==> src/hw/rtl/i2c_master_bit_sequencer_top_defines.svh <==
`ifndef I2C_MASTER_BIT_SEQUENCER_TOP_DEFINES_SVH
`define I2C_MASTER_BIT_SEQUENCER_TOP_DEFINES_SVH

`ifndef NO_ASSERTIONS

`define I2CMS_ASSERT(name, prop) \
  name: assert property (@(posedge clk_i) disable iff (!rst_ni) prop) \
    else $error("i2cms assertion failed");

`define I2CMS_ASSERT_IMP(name, ante, cons) \
  name: assert property (@(posedge clk_i) disable iff (!rst_ni) (ante) |-> (cons)) \
    else $error("i2cms assertion failed");

`define I2CMS_ASSERT_NXT(name, ante, cons) \
  name: assert property (@(posedge clk_i) disable iff (!rst_ni) (ante) |=> (cons)) \
    else $error("i2cms assertion failed");

`else

`define I2CMS_ASSERT(name, prop)
`define I2CMS_ASSERT_IMP(name, ante, cons)
`define I2CMS_ASSERT_NXT(name, ante, cons)

`endif

`endif

==> src/hw/rtl/i2cms_pkg.sv <==
package i2cms_pkg;

  localparam int unsigned BITS_PER_BYTE = 8;

  localparam int unsigned ActW   = 3;
  localparam int unsigned PhaseW = 5;
  localparam int unsigned TicksW = 10;

  localparam logic [ActW-1:0] ACT_TICK  = 3'd0;
  localparam logic [ActW-1:0] ACT_START = 3'd1;
  localparam logic [ActW-1:0] ACT_STOP  = 3'd2;
  localparam logic [ActW-1:0] ACT_WRITE = 3'd3;
  localparam logic [ActW-1:0] ACT_READ  = 3'd4;

  localparam logic [ActW-1:0] OP_IDLE  = ACT_TICK;
  localparam logic [ActW-1:0] OP_START = ACT_START;
  localparam logic [ActW-1:0] OP_STOP  = ACT_STOP;
  localparam logic [ActW-1:0] OP_WRITE = ACT_WRITE;
  localparam logic [ActW-1:0] OP_READ  = ACT_READ;

  localparam logic [PhaseW-1:0] START_PHASES = PhaseW'(4);
  localparam logic [PhaseW-1:0] STOP_PHASES  = PhaseW'(3);
  localparam logic [PhaseW-1:0] WRITE_PHASES = PhaseW'(3 * BITS_PER_BYTE + 4);
  localparam logic [PhaseW-1:0] READ_PHASES  = PhaseW'(2 * BITS_PER_BYTE + 5);

  localparam logic [TicksW-1:0] PHASE_TICKS_RST = TicksW'(5);

  typedef struct packed {
    logic [ActW-1:0]          action;
    logic [BITS_PER_BYTE-1:0] data_byte;
    logic                     send_nack;
    logic                     sda_in;
  } item_t;

  typedef struct packed {
    logic                     scl;
    logic                     sda;
    logic                     released;
    logic                     busy;
    logic                     done;
    logic [BITS_PER_BYTE-1:0] read_data;
    logic                     nack;
    logic                     rejected;
  } res_t;

  function automatic logic [PhaseW-1:0] phase_total(logic [ActW-1:0] op);
    logic [PhaseW-1:0] n;
    unique case (op)
      OP_START: n = START_PHASES;
      OP_STOP:  n = STOP_PHASES;
      OP_WRITE: n = WRITE_PHASES;
      OP_READ:  n = READ_PHASES;
      default:  n = '0;
    endcase
    return n;
  endfunction

endpackage

==> src/hw/rtl/i2c_master_bit_sequencer_top.sv <==
// I2C master bit sequencer: one command (start, stop, write byte, read byte) runs at a time
// as a series of SCL/SDA phases, each lasting cfg_data_i ticks (0 counts as 1), and tick
// requests advance it. Every accepted request yields exactly one result, held first in the
// input register and then in the result register before it is presented. A new request is
// taken every clock as long as the output side keeps taking results. Commands sent while busy
// come back with rejected set.
// Write the phase length only while the block is idle.
`include "i2c_master_bit_sequencer_top_defines.svh"

module i2c_master_bit_sequencer_top import i2cms_pkg::*; (
  input  logic                     clk_i,
  input  logic                     rst_ni,
  input  logic                     in_valid_i,
  output logic                     in_stall_o,
  input  logic [ActW-1:0]          action_i,
  input  logic [BITS_PER_BYTE-1:0] data_byte_i,
  input  logic                     send_nack_i,
  input  logic                     sda_in_i,
  output logic                     out_valid_o,
  input  logic                     out_stall_i,
  output logic                     scl_level_o,
  output logic                     sda_level_o,
  output logic                     sda_released_o,
  output logic                     busy_res_o,
  output logic                     done_res_o,
  output logic [BITS_PER_BYTE-1:0] read_data_o,
  output logic                     nack_received_o,
  output logic                     rejected_o,
  input  logic                     cfg_valid_i,
  output logic                     cfg_ready_o,
  input  logic [TicksW-1:0]        cfg_data_i
);

  logic              in_vld_q, in_vld_d;
  item_t             item_q;
  logic              out_vld_q, out_vld_d;
  res_t              res_q, res_d;
  logic [TicksW-1:0] ticks_q;
  logic              accept, step;

  assign accept     = in_valid_i && !in_stall_o;
  assign step       = in_vld_q && (!out_vld_q || !out_stall_i);
  assign in_stall_o = in_vld_q && !step;
  assign in_vld_d   = accept || (in_vld_q && !step);
  assign out_vld_d  = step || (out_vld_q && out_stall_i);
  assign cfg_ready_o = 1'b1;

  i2cms_core u_core (
    .clk_i         (clk_i),
    .rst_ni        (rst_ni),
    .step_i        (step),
    .item_i        (item_q),
    .phase_ticks_i (ticks_q),
    .res_o         (res_d)
  );

  always_ff @(posedge clk_i or negedge rst_ni) begin
    if (!rst_ni) begin
      in_vld_q  <= 1'b0;
      out_vld_q <= 1'b0;
      ticks_q   <= PHASE_TICKS_RST;
    end else begin
      in_vld_q  <= in_vld_d;
      out_vld_q <= out_vld_d;
      if (cfg_valid_i && cfg_ready_o) ticks_q <= cfg_data_i;
    end
  end

  // request payload and result payload
  always_ff @(posedge clk_i) begin
    if (accept) begin
      item_q.action    <= action_i;
      item_q.data_byte <= data_byte_i;
      item_q.send_nack <= send_nack_i;
      item_q.sda_in    <= sda_in_i;
    end
    if (step) res_q <= res_d;
  end

  assign out_valid_o     = out_vld_q;
  assign scl_level_o     = res_q.scl;
  assign sda_level_o     = res_q.sda;
  assign sda_released_o  = res_q.released;
  assign busy_res_o      = res_q.busy;
  assign done_res_o      = res_q.done;
  assign read_data_o     = res_q.read_data;
  assign nack_received_o = res_q.nack;
  assign rejected_o      = res_q.rejected;

  `I2CMS_ASSERT_IMP(a_stall_needs_item, in_stall_o, in_vld_q && out_vld_q)
  `I2CMS_ASSERT_NXT(a_step_gives_result, step, out_vld_q)
  `I2CMS_ASSERT_NXT(a_held_result_stable, out_vld_q && out_stall_i, out_vld_q && $stable(res_q))

endmodule

==> src/hw/rtl/i2cms_core.sv <==
`include "i2c_master_bit_sequencer_top_defines.svh"

module i2cms_core import i2cms_pkg::*; (
  input  logic              clk_i,
  input  logic              rst_ni,
  input  logic              step_i,
  input  item_t             item_i,
  input  logic [TicksW-1:0] phase_ticks_i,
  output res_t              res_o
);

  localparam logic [PhaseW-1:0] WR_DATA_END = PhaseW'(3 * BITS_PER_BYTE);
  localparam logic [PhaseW-1:0] WR_ACK_HI   = PhaseW'(3 * BITS_PER_BYTE + 2);
  localparam logic [PhaseW-1:0] WR_ACK_LO   = PhaseW'(3 * BITS_PER_BYTE + 3);
  localparam logic [PhaseW-1:0] RD_BITS_END = PhaseW'(2 * BITS_PER_BYTE);
  localparam logic [PhaseW-1:0] RD_ACK_LO   = PhaseW'(2 * BITS_PER_BYTE + 1);
  localparam logic [PhaseW-1:0] RD_ACK_SET  = PhaseW'(2 * BITS_PER_BYTE + 2);
  localparam logic [PhaseW-1:0] RD_ACK_HI   = PhaseW'(2 * BITS_PER_BYTE + 3);

  typedef struct packed {
    logic                     scl;
    logic                     sda;
    logic                     rel;
    logic                     ack;
    logic                     nack_tx;
    logic [BITS_PER_BYTE-1:0] shift;
  } seq_t;

  logic [ActW-1:0]          op_q, op_d;
  logic [PhaseW-1:0]        idx_q, idx_d;
  logic [1:0]               rem_q, rem_d;
  logic [TicksW-1:0]        tick_q, tick_d;
  seq_t                     seq_q, seq_d;
  logic [BITS_PER_BYTE-1:0] rd_q, rd_d;
  logic                     done, rej;

  function automatic seq_t enter_phase(logic [ActW-1:0] op, logic [PhaseW-1:0] idx,
                                       logic [1:0] rem, seq_t s);
    seq_t r;
    r = s;
    unique case (op)
      OP_START: begin
        unique case (idx)
          PhaseW'(0): r.scl = 1'b1;
          PhaseW'(1): r.sda = 1'b1;
          PhaseW'(2): r.sda = 1'b0;
          default:    r.scl = 1'b0;
        endcase
      end
      OP_STOP: begin
        unique case (idx)
          PhaseW'(0): r.sda = 1'b0;
          PhaseW'(1): r.scl = 1'b1;
          default:    r.sda = 1'b1;
        endcase
      end
      OP_WRITE: begin
        priority if (idx < WR_DATA_END) begin
          unique case (rem)
            2'd0: r.scl = 1'b0;
            2'd1: begin
              r.sda   = s.shift[BITS_PER_BYTE-1];
              r.shift = {s.shift[BITS_PER_BYTE-2:0], 1'b0};
            end
            default: r.scl = 1'b1;
          endcase
        end else if (idx == WR_ACK_HI) begin
          r.rel = 1'b1;
          r.scl = 1'b1;
        end else begin
          r.scl = 1'b0;
        end
      end
      OP_READ: begin
        priority if (idx == '0) begin
          r.scl = 1'b0;
        end else if (idx <= RD_BITS_END) begin
          if (idx[0]) begin
            r.rel = 1'b1;
            r.scl = 1'b1;
          end else begin
            r.scl = 1'b0;
          end
        end else if (idx == RD_ACK_LO) begin
          r.rel = 1'b0;
          r.scl = 1'b0;
        end else if (idx == RD_ACK_SET) begin
          r.sda = s.nack_tx;
        end else if (idx == RD_ACK_HI) begin
          r.scl = 1'b1;
        end else begin
          r.scl = 1'b0;
        end
      end
      default: r = s;
    endcase
    return r;
  endfunction

  always_comb begin
    logic [TicksW-1:0] limit;
    logic [TicksW-1:0] tnext;
    logic [PhaseW-1:0] inext;
    logic [1:0]        rnext;
    op_d   = op_q;
    idx_d  = idx_q;
    rem_d  = rem_q;
    tick_d = tick_q;
    seq_d  = seq_q;
    rd_d   = rd_q;
    done   = 1'b0;
    rej    = 1'b0;
    limit  = (phase_ticks_i == '0) ? TicksW'(1) : phase_ticks_i;
    tnext  = tick_q + TicksW'(1);
    inext  = idx_q + PhaseW'(1);
    rnext  = (rem_q == 2'd2) ? 2'd0 : rem_q + 2'd1;
    if (item_i.action == ACT_TICK) begin
      if (op_q != OP_IDLE) begin
        if (tnext >= limit) begin
          // sampling at the end of the phase
          if (op_q == OP_WRITE) begin
            if (idx_q == WR_ACK_HI) seq_d.ack = item_i.sda_in;
            else if (idx_q == WR_ACK_LO) seq_d.rel = 1'b0;
          end else if (op_q == OP_READ) begin
            if (idx_q != '0 && idx_q < RD_BITS_END && idx_q[0]) begin
              seq_d.shift = {seq_q.shift[BITS_PER_BYTE-2:0], item_i.sda_in};
            end
          end
          tick_d = '0;
          if (inext >= phase_total(op_q)) begin
            if (op_q == OP_READ) rd_d = seq_d.shift;
            op_d  = OP_IDLE;
            idx_d = '0;
            rem_d = '0;
            done  = 1'b1;
          end else begin
            idx_d = inext;
            rem_d = rnext;
            seq_d = enter_phase(op_q, inext, rnext, seq_d);
          end
        end else begin
          tick_d = tnext;
        end
      end
    end else if (item_i.action <= ACT_READ) begin
      if (op_q != OP_IDLE) begin
        rej = 1'b1;
      end else begin
        op_d   = item_i.action;
        idx_d  = '0;
        rem_d  = '0;
        tick_d = '0;
        if (item_i.action == ACT_WRITE) seq_d.shift = item_i.data_byte;
        if (item_i.action == ACT_READ) seq_d.nack_tx = item_i.send_nack;
        seq_d = enter_phase(item_i.action, '0, 2'd0, seq_d);
      end
    end
  end

  always_ff @(posedge clk_i or negedge rst_ni) begin
    if (!rst_ni) begin
      op_q          <= OP_IDLE;
      idx_q         <= '0;
      rem_q         <= '0;
      tick_q        <= '0;
      seq_q.scl     <= 1'b1;
      seq_q.sda     <= 1'b1;
      seq_q.rel     <= 1'b0;
      seq_q.ack     <= 1'b0;
      seq_q.nack_tx <= 1'b0;
      seq_q.shift   <= '0;
      rd_q          <= '0;
    end else if (step_i) begin
      op_q   <= op_d;
      idx_q  <= idx_d;
      rem_q  <= rem_d;
      tick_q <= tick_d;
      seq_q  <= seq_d;
      rd_q   <= rd_d;
    end
  end

  assign res_o.scl       = seq_d.scl;
  assign res_o.sda       = seq_d.sda;
  assign res_o.released  = seq_d.rel;
  assign res_o.busy      = (op_d != OP_IDLE);
  assign res_o.done      = done;
  assign res_o.read_data = rd_d;
  assign res_o.nack      = seq_d.ack;
  assign res_o.rejected  = rej;

  `I2CMS_ASSERT_IMP(a_idle_counters_clear, op_q == OP_IDLE, idx_q == '0 && tick_q == '0)
  `I2CMS_ASSERT_NXT(a_done_goes_idle, step_i && done, op_q == OP_IDLE)
  `I2CMS_ASSERT_NXT(a_reject_holds_time, step_i && rej, $stable(idx_q) && $stable(tick_q))
  `I2CMS_ASSERT_IMP(a_done_not_busy, done, !res_o.busy && !rej)

endmodule
==> config.mk <==
export PLATFORM = sky130hd
export DESIGN_NAME = i2c_master_bit_sequencer_top
export DESIGN_NICKNAME = d
export VERILOG_FILES = /design/src/hw/rtl/i2cms_pkg.sv /design/src/hw/rtl/i2c_master_bit_sequencer_top.sv /design/src/hw/rtl/i2cms_core.sv
export VERILOG_INCLUDE_DIRS = /design/src /design/src/hw/rtl
export SDC_FILE = /design/constraint.sdc
export NUM_CORES = 1
export LEC_CHECK = 0
export ABC_CLOCK_PERIOD_IN_PS = 3920
export BUFFER_PORTS_ARGS = -buffer_cell sky130_fd_sc_hd__clkbuf_2
export CORE_AREA = 3 3 99 101
export DETAILED_ROUTE_END_ITERATION = 10
export DIE_AREA = 0 0 102 104
export PLACE_DENSITY = 0.8
export SKIP_LAST_GASP = 1
export SLEW_MARGIN = 20
export SYNTH_ARGS = -nofsm -noshare
export SYNTH_HDL_FRONTEND = slang
export SYNTH_SLANG_ARGS = --single-unit
==> constraint.sdc <==
create_clock -name clk_i -period 3.92 [get_ports clk_i]
set_clock_uncertainty 0.2 [all_clocks]
set_input_delay 0.784 -clock clk_i [delete_from_list [all_inputs] [get_ports clk_i]]
set_output_delay 0.784 -clock clk_i [all_outputs]
set_load 0.005 [all_outputs]
# Word-level counts from Yosys, hierarchy flattened
# Cells that the tools add are included.
dict set report op_classes {
  shifts 0
  reduce_logical 29
  bitwise_logic 3
  div_mod_pow 0
  order_cmp 6
  addsub 3
  n_eq_ne 22
  n_mux 82
  mul 0
}
# cell count
set op_table {}
lappend op_table {{8-bit two-way mux} 12}
lappend op_table {{13-bit two-way mux} 6}
lappend op_table {{10-bit two-way mux} 6}
lappend op_table {{5-bit two-way mux} 9}
lappend op_table {{5-bit == test, second input constant} 6}
lappend op_table {{1-bit two-way mux} 26}
lappend op_table {{5-bit one-hot mux with 4 select lines} 1}
lappend op_table {{2-bit two-way mux} 9}
lappend op_table {{3-bit two-way mux} 6}
lappend op_table {{3-bit by 2-bit == test with 1-bit output, second input constant} 4}
lappend op_table {{1-bit one-hot mux with 2 select lines} 6}
lappend op_table {{10-bit by 1-bit adder with 10-bit output, second input constant} 1}
lappend op_table {{10-bit >= comparator} 1}
lappend op_table {{10-bit logical NOT} 1}
lappend op_table {{5-bit < comparator, second input constant} 2}
lappend op_table {{5-bit AND reduction} 2}
lappend op_table {{2-bit one-hot mux with 4 select lines} 1}
lappend op_table {{3-bit by 1-bit == test with 1-bit output, second input constant} 2}
lappend op_table {{3-bit == test, second input constant} 2}
lappend op_table {{1-bit logical AND} 6}
lappend op_table {{6-bit AND reduction} 1}
lappend op_table {{3-bit nonzero test} 2}
lappend op_table {{2-bit OR reduction} 3}
lappend op_table {{5-bit by 1-bit adder with 5-bit output, second input constant} 1}
lappend op_table {{21 further kinds} 29}
dict set report word_totals {
  out_inout_bits 18
  wordCells 171
  latch_bits 0
  rom_bits 0
  ramBits 0
  regBits 81
  input_bits 28
  mem_count 0
}

# Logic depth before layout (Yosys ltp)
dict set report depth {
  ltp_word 13
  ltp_mapped 15
}

# By module
# A second synthesis with hierarchy kept.
dict set report unflattened {
  cells_unflattened 451
  area_unflattened_um2 4843.4
}
# mod cells_each seq_area_each_um2 area_each_um2 instances
set modules_own_cells {}
lappend modules_own_cells {i2cms_core 392 1028.5 3490.8 1}
lappend modules_own_cells {i2c_master_bit_sequencer_top 59 1143.6 1352.5 1}

# Worst setup path before layout
# Ideal clock, no wire load.
dict set report synth_path {
  path_type {reg-to-reg}
  startpoint {register u_core.idx_q[0]}
  endpoint {register u_core.rd_q[0]}
  arrival_ns 3.087
  period_less_slack_ns 3.412
  required_ns 3.595
  setup_ns 0.125
  slack_ns 0.508
  path_stages_with_launch 12
  path_buffers 1
  path_cell_list {dfrtp_1 -> ha_1 -> clkbuf_1 -> nand3_1 -> xnor2_1 -> inv_1 -> ha_1 -> nand2_1 -> o21ai_1 -> o211ai_1 -> nor3_1 -> mux2_2}
}
dict set report synth_between {
  elab_chain_cells 11
  elab_cells_between_ends 14
  cone_classes {add/sub (1); order compare (2); mux (8); reduce/logical (3)}
}
# element line
set synth_rtl {}
lappend synth_rtl {{start: declaration} i2cms_core.sv:30} ;# logic [PhaseW-1:0] idx_q, idx_d;
lappend synth_rtl {{start signal: assignment} i2cms_core.sv:175} ;# idx_q <= idx_d;
lappend synth_rtl {{5-bit < comparator or 5-bit nonzero test (tied branches)} i2cms_core.sv:125} ;# if (idx_q != '0 && idx_q < RD_BITS_END && idx_q[0]) begin
lappend synth_rtl {{1-bit logical AND (2 in series)} i2cms_core.sv:125}
lappend synth_rtl {{8-bit two-way mux} i2cms_core.sv:125}
lappend synth_rtl {{8-bit two-way mux} i2cms_core.sv:124} ;# end else if (op_q == OP_READ) begin
lappend synth_rtl {{8-bit two-way mux} i2cms_core.sv:121} ;# if (op_q == OP_WRITE) begin
lappend synth_rtl {{8-bit two-way mux} i2cms_core.sv:131} ;# if (op_q == OP_READ) rd_d = seq_d.shift;
lappend synth_rtl {{8-bit two-way mux (*)} i2cms_core.sv:130} ;# if (inext >= phase_total(op_q)) begin
lappend synth_rtl {{8-bit two-way mux (*)} i2cms_core.sv:119} ;# if (tnext >= limit) begin
lappend synth_rtl {{8-bit two-way mux (*)} i2cms_core.sv:118} ;# if (op_q != OP_IDLE) begin
lappend synth_rtl {{8-bit two-way mux (*)} i2cms_core.sv:117} ;# if (item_i.action == ACT_TICK) begin
lappend synth_rtl {{end signal: assignment} i2cms_core.sv:179} ;# rd_q <= rd_d;
lappend synth_rtl {{end: declaration} i2cms_core.sv:34} ;# logic [BITS_PER_BYTE-1:0] rd_q, rd_d;
# Mark *: on every way between the ends. The rest lies on a longest branch, timed or not.
# A chain may end at the register's enable or synchronous reset.

# Final worst setup path
dict set report layout_path {
  startpoint {register item_q[10] (netlist bit)}
  endpoint {register u_core.seq_q[2] (netlist bit)}
}
dict set report layout_between {
  elab_chain_cells 3
  elab_cells_between_ends 10
  cone_classes {order compare (1); eq/ne (5); mux (1); reduce/logical (3)}
}
# element line
set layout_rtl {}
lappend layout_rtl {{start: declaration} i2c_master_bit_sequencer_top.sv:35} ;# item_t item_q;
lappend layout_rtl {{3-bit less-or-equal comparator, or another cell as far along} i2cms_core.sv:145} ;# end else if (item_i.action <= ACT_READ) begin
lappend layout_rtl {{3-bit inequality test (no source line), or another cell as far along} n/a}
lappend layout_rtl {{6-bit AND reduction (no source line)} n/a}
lappend layout_rtl {{end signal: assignment} i2cms_core.sv:178} ;# seq_q <= seq_d;
lappend layout_rtl {{end: declaration} i2cms_core.sv:33} ;# seq_t seq_q, seq_d;
# Several ways; a longest one is shown, not always the timed one.

==> out/metrics.cfg <==
[sta]
max_freq_mhz=279.6
setup_viol=0
fin_crit_ps=3577
hold_ws_ps=275.1
tightest_slew_ps=911.6
relSlewSlack_pct=39.23
finalWorstSetupSlack_ps=342.9
drv_slew=0
rsz0062_at_grt=false
timing.final.crit_share_pct=91.25
hold_viol_final=0
tns_ps=0

[global_routing]
met2_usage_pct=32.92
grt_pass1_vias=3699
grt_util_met1_pct=25.77
top_usage_layer=met2
grt_usage_pct=20.09
grt_pass1_wl_um=17090
use_met3_pct=4.359
grt-ovfl-total=0
grt_start_max_net_pins=41
antenna_found_initial=0

[clock_network]
postCtsSetupRepairBufs=0
clk_latency_ps=360
clock-root-buffer=clkbuf_8
cts_sinks=81
htreeDepth=3
numCtsBuffers=9
cts.clk_slew.worst_paths_ps=80
cts_tree=yes
holdBufCountCts=0
clockBufferDepth=2
cts_resized=0

[synth]
syn-num-nets=512
syn_inst=458
synth_edf_count=28
yosys_warnings=0
synthArstFlopShare_pct=65.43
yosysSeqAreaShare_pct=47.23
ys_types=67
synth_flop_cell=dfrtp_1
synth_seq_cells=81
synth.cell_area_um2=4599
avgSynthCellArea_um2=10.04

[worst_setup_path]
arrival_ps=3630
end_kind=register
cp-start-kind=register
worstPathMaxFanout=10
critPathKind=register to register
cp.required_ps=3970

[final_layout]
instances_no_fill=620
fin_util_pct=56.87
stdcell_area_um2=5180
num_antenna_cells=0
area_growth_syn_to_layout_pct=12.62
drive_above_1_share_pct=19.06
fill_cells=775
fin_nets=558

[drt]
firstDrtPassIters=5
vias=3685
drtIter0Drc=299
wl_per_cell_um=16.39
drt_wl_total_um=10160
drcViolationCount=0
viasPerCell=5.944
antenna_left=0

[floorplanning]
dieWidth_um=102
fp-row-count=35
dieArea_um2=10610
initial_core_util_pct=50.49
num_io_pins=46
core_area_um2=9109
die_h_um=104

[place]
place_area_um2=4960
place.gp.congestion=0.9116
numPortBuffers=44
dp_hpwl_um=7571
dp_slack_ps=389.1
dp_cells=604

[power_and_ir_drop]
cellLeakagePower_nw=2.282
power_density_nw_per_um2=542.3
p_total_mw=2.809
ir_drop_uv=260.8

[status]
status=complete, no violations

[run]
cap_viol_max_count=0

[worst_hold_path]
worstHoldPathType=register to register

-- layout by cell type, fill, tap and decap left out, types with 3 or more instances in the layout --
cell      count
a31oi_1       7
nand2_1      43
nand2b_1      7
or3_1         4
o211ai_1      7
mux2_2       10
nor4_1        5
and2_1        4
dfstp_2       4
nand4_1       5
o31ai_1       4
mux2i_1       8
or2_2         3
buf_4        11
and3_1        4
dfrtp_1      49
a21o_1        5
o22ai_1       7
clkbuf_8      9
xnor2_1       7
a22o_1        6
nor3_1        9
ha_1         26
nor2_1       28
inv_1        33
a211oi_1      4
o21ai_0      31
a21oi_1      25
clkbuf_2     43
edfxtp_1     28
nand3_1       9
a32o_1        6
-- Yosys cell counts, drive strengths merged, types with 3 or more instances --
cell type | n | area, um2
nand3 | 9 | 45.04
or3b | 3 | 26.28
or2 | 3 | 18.77
o21ai | 34 | 173.9
nor2 | 28 | 105.1
buf | 3 | 17.52
and2 | 5 | 31.28
nand2 | 43 | 161.4
mux2i | 8 | 80.08
nor4 | 5 | 31.28
and3 | 4 | 25.02
o22ai | 7 | 43.79
a2111oi | 3 | 45.05
a32o | 6 | 60.06
dfrtp | 49 | 1226
nand4 | 5 | 31.28
a22o | 6 | 52.55
ha | 26 | 325.3
a21o | 5 | 37.54
a21oi | 25 | 125.1
nor3 | 9 | 45.04
dfstp | 4 | 105.1
edfxtp | 28 | 840.8
o31ai | 5 | 42.54
clkbuf | 17 | 63.81
a31oi | 7 | 43.79
xnor2 | 7 | 61.31
o211ai | 8 | 65.06
nand2b | 7 | 43.79
inv | 33 | 123.9
or3 | 4 | 25.02
a211oi | 4 | 30.03
mux2 | 13 | 153.9
-- metal layers --
| metal | wire (um) | vias up |
|---|---|---|
| li1 | - | 1779 |
| met1 | 4326 | 1755 |
| met2 | 4952 | 126 |
| met3 | 610 | 25 |
| met4 | 273 | 0 |
| met5 | 0 | - |
-- kinds of logic (layout without fill, tap and decap cells) --
group           after synthesis  after routing  synth area share (%)
mux                          21             21                 5.087
fa+ha+maj                    26             26                 7.073
xor+xnor                      9              9                 1.714
compound gates              131            131                 19.70
simple gates                136            136                 14.66
other cells                   1              1               0.08153
flops                        81             81                 47.23
buf+inv                      53            104                 4.461
-- worst paths after layout --
check | from | endpoint | slack (ps) | depth (start not counted)
worst max register to register | item_q[10] | u_core.seq_q[2] | 340 | 10
worst min register to register | in_vld_q | out_valid_o | 280 | 1
worst min-delay path | in_vld_q | out_valid_o | 280 | 1
min in group asynchronous | rst_ni | u_core.idx_q[0] | 350 | 1
worst max-delay path | item_q[10] | u_core.seq_q[2] | 340 | 10
max in group asynchronous | rst_ni | ticks_q[2] | 2370 | 2
-- state kept, by name (all words and copies together), names as in the netlist, 2 cells and up --
name	count
item_q	13
u_core.seq_q	13
ticks_q	10
u_core.tick_q	10
read_data_o	8
u_core.rd_q	8
u_core.idx_q	5
u_core.op_q	3
u_core.rem_q	2
-- cell type report --
type,instances,area (um2),area share [%]
timing repair buffer,55,302.8,5.845
inverter,33,123.9,2.391
clock inverter,6,92.59,1.787
multi-input combinational,324,2222,42.90
sequential,81,2172,41.93
tap,111,138.9,2.681
clock buffer,10,127.6,2.464
-- critical path, cell delays in order (launching register included) --
cell      delay [ps]
edfxtp_1         460
or2_2            370
inv_1             90
ha_1             280
inv_1            160
ha_1             220
or4_1            690
a21o_1           230
a211oi_1         320
o21ai_2          180
a22o_1           270
-- power breakdown --
| part | switching [mW] | leakage, nW | internal, mW | total (mW) |
|---|---|---|---|---|
| clock | 0.314 | 0.103 | 0.362 | 0.676 |
| combinational | 0.592 | 1.22 | 0.392 | 0.984 |
| sequential | 0.149 | 0.956 | 1.00 | 1.15 |
| total | 1.05 | 2.28 | 1.75 | 2.81 |
(Power assumes the default switching activity.)
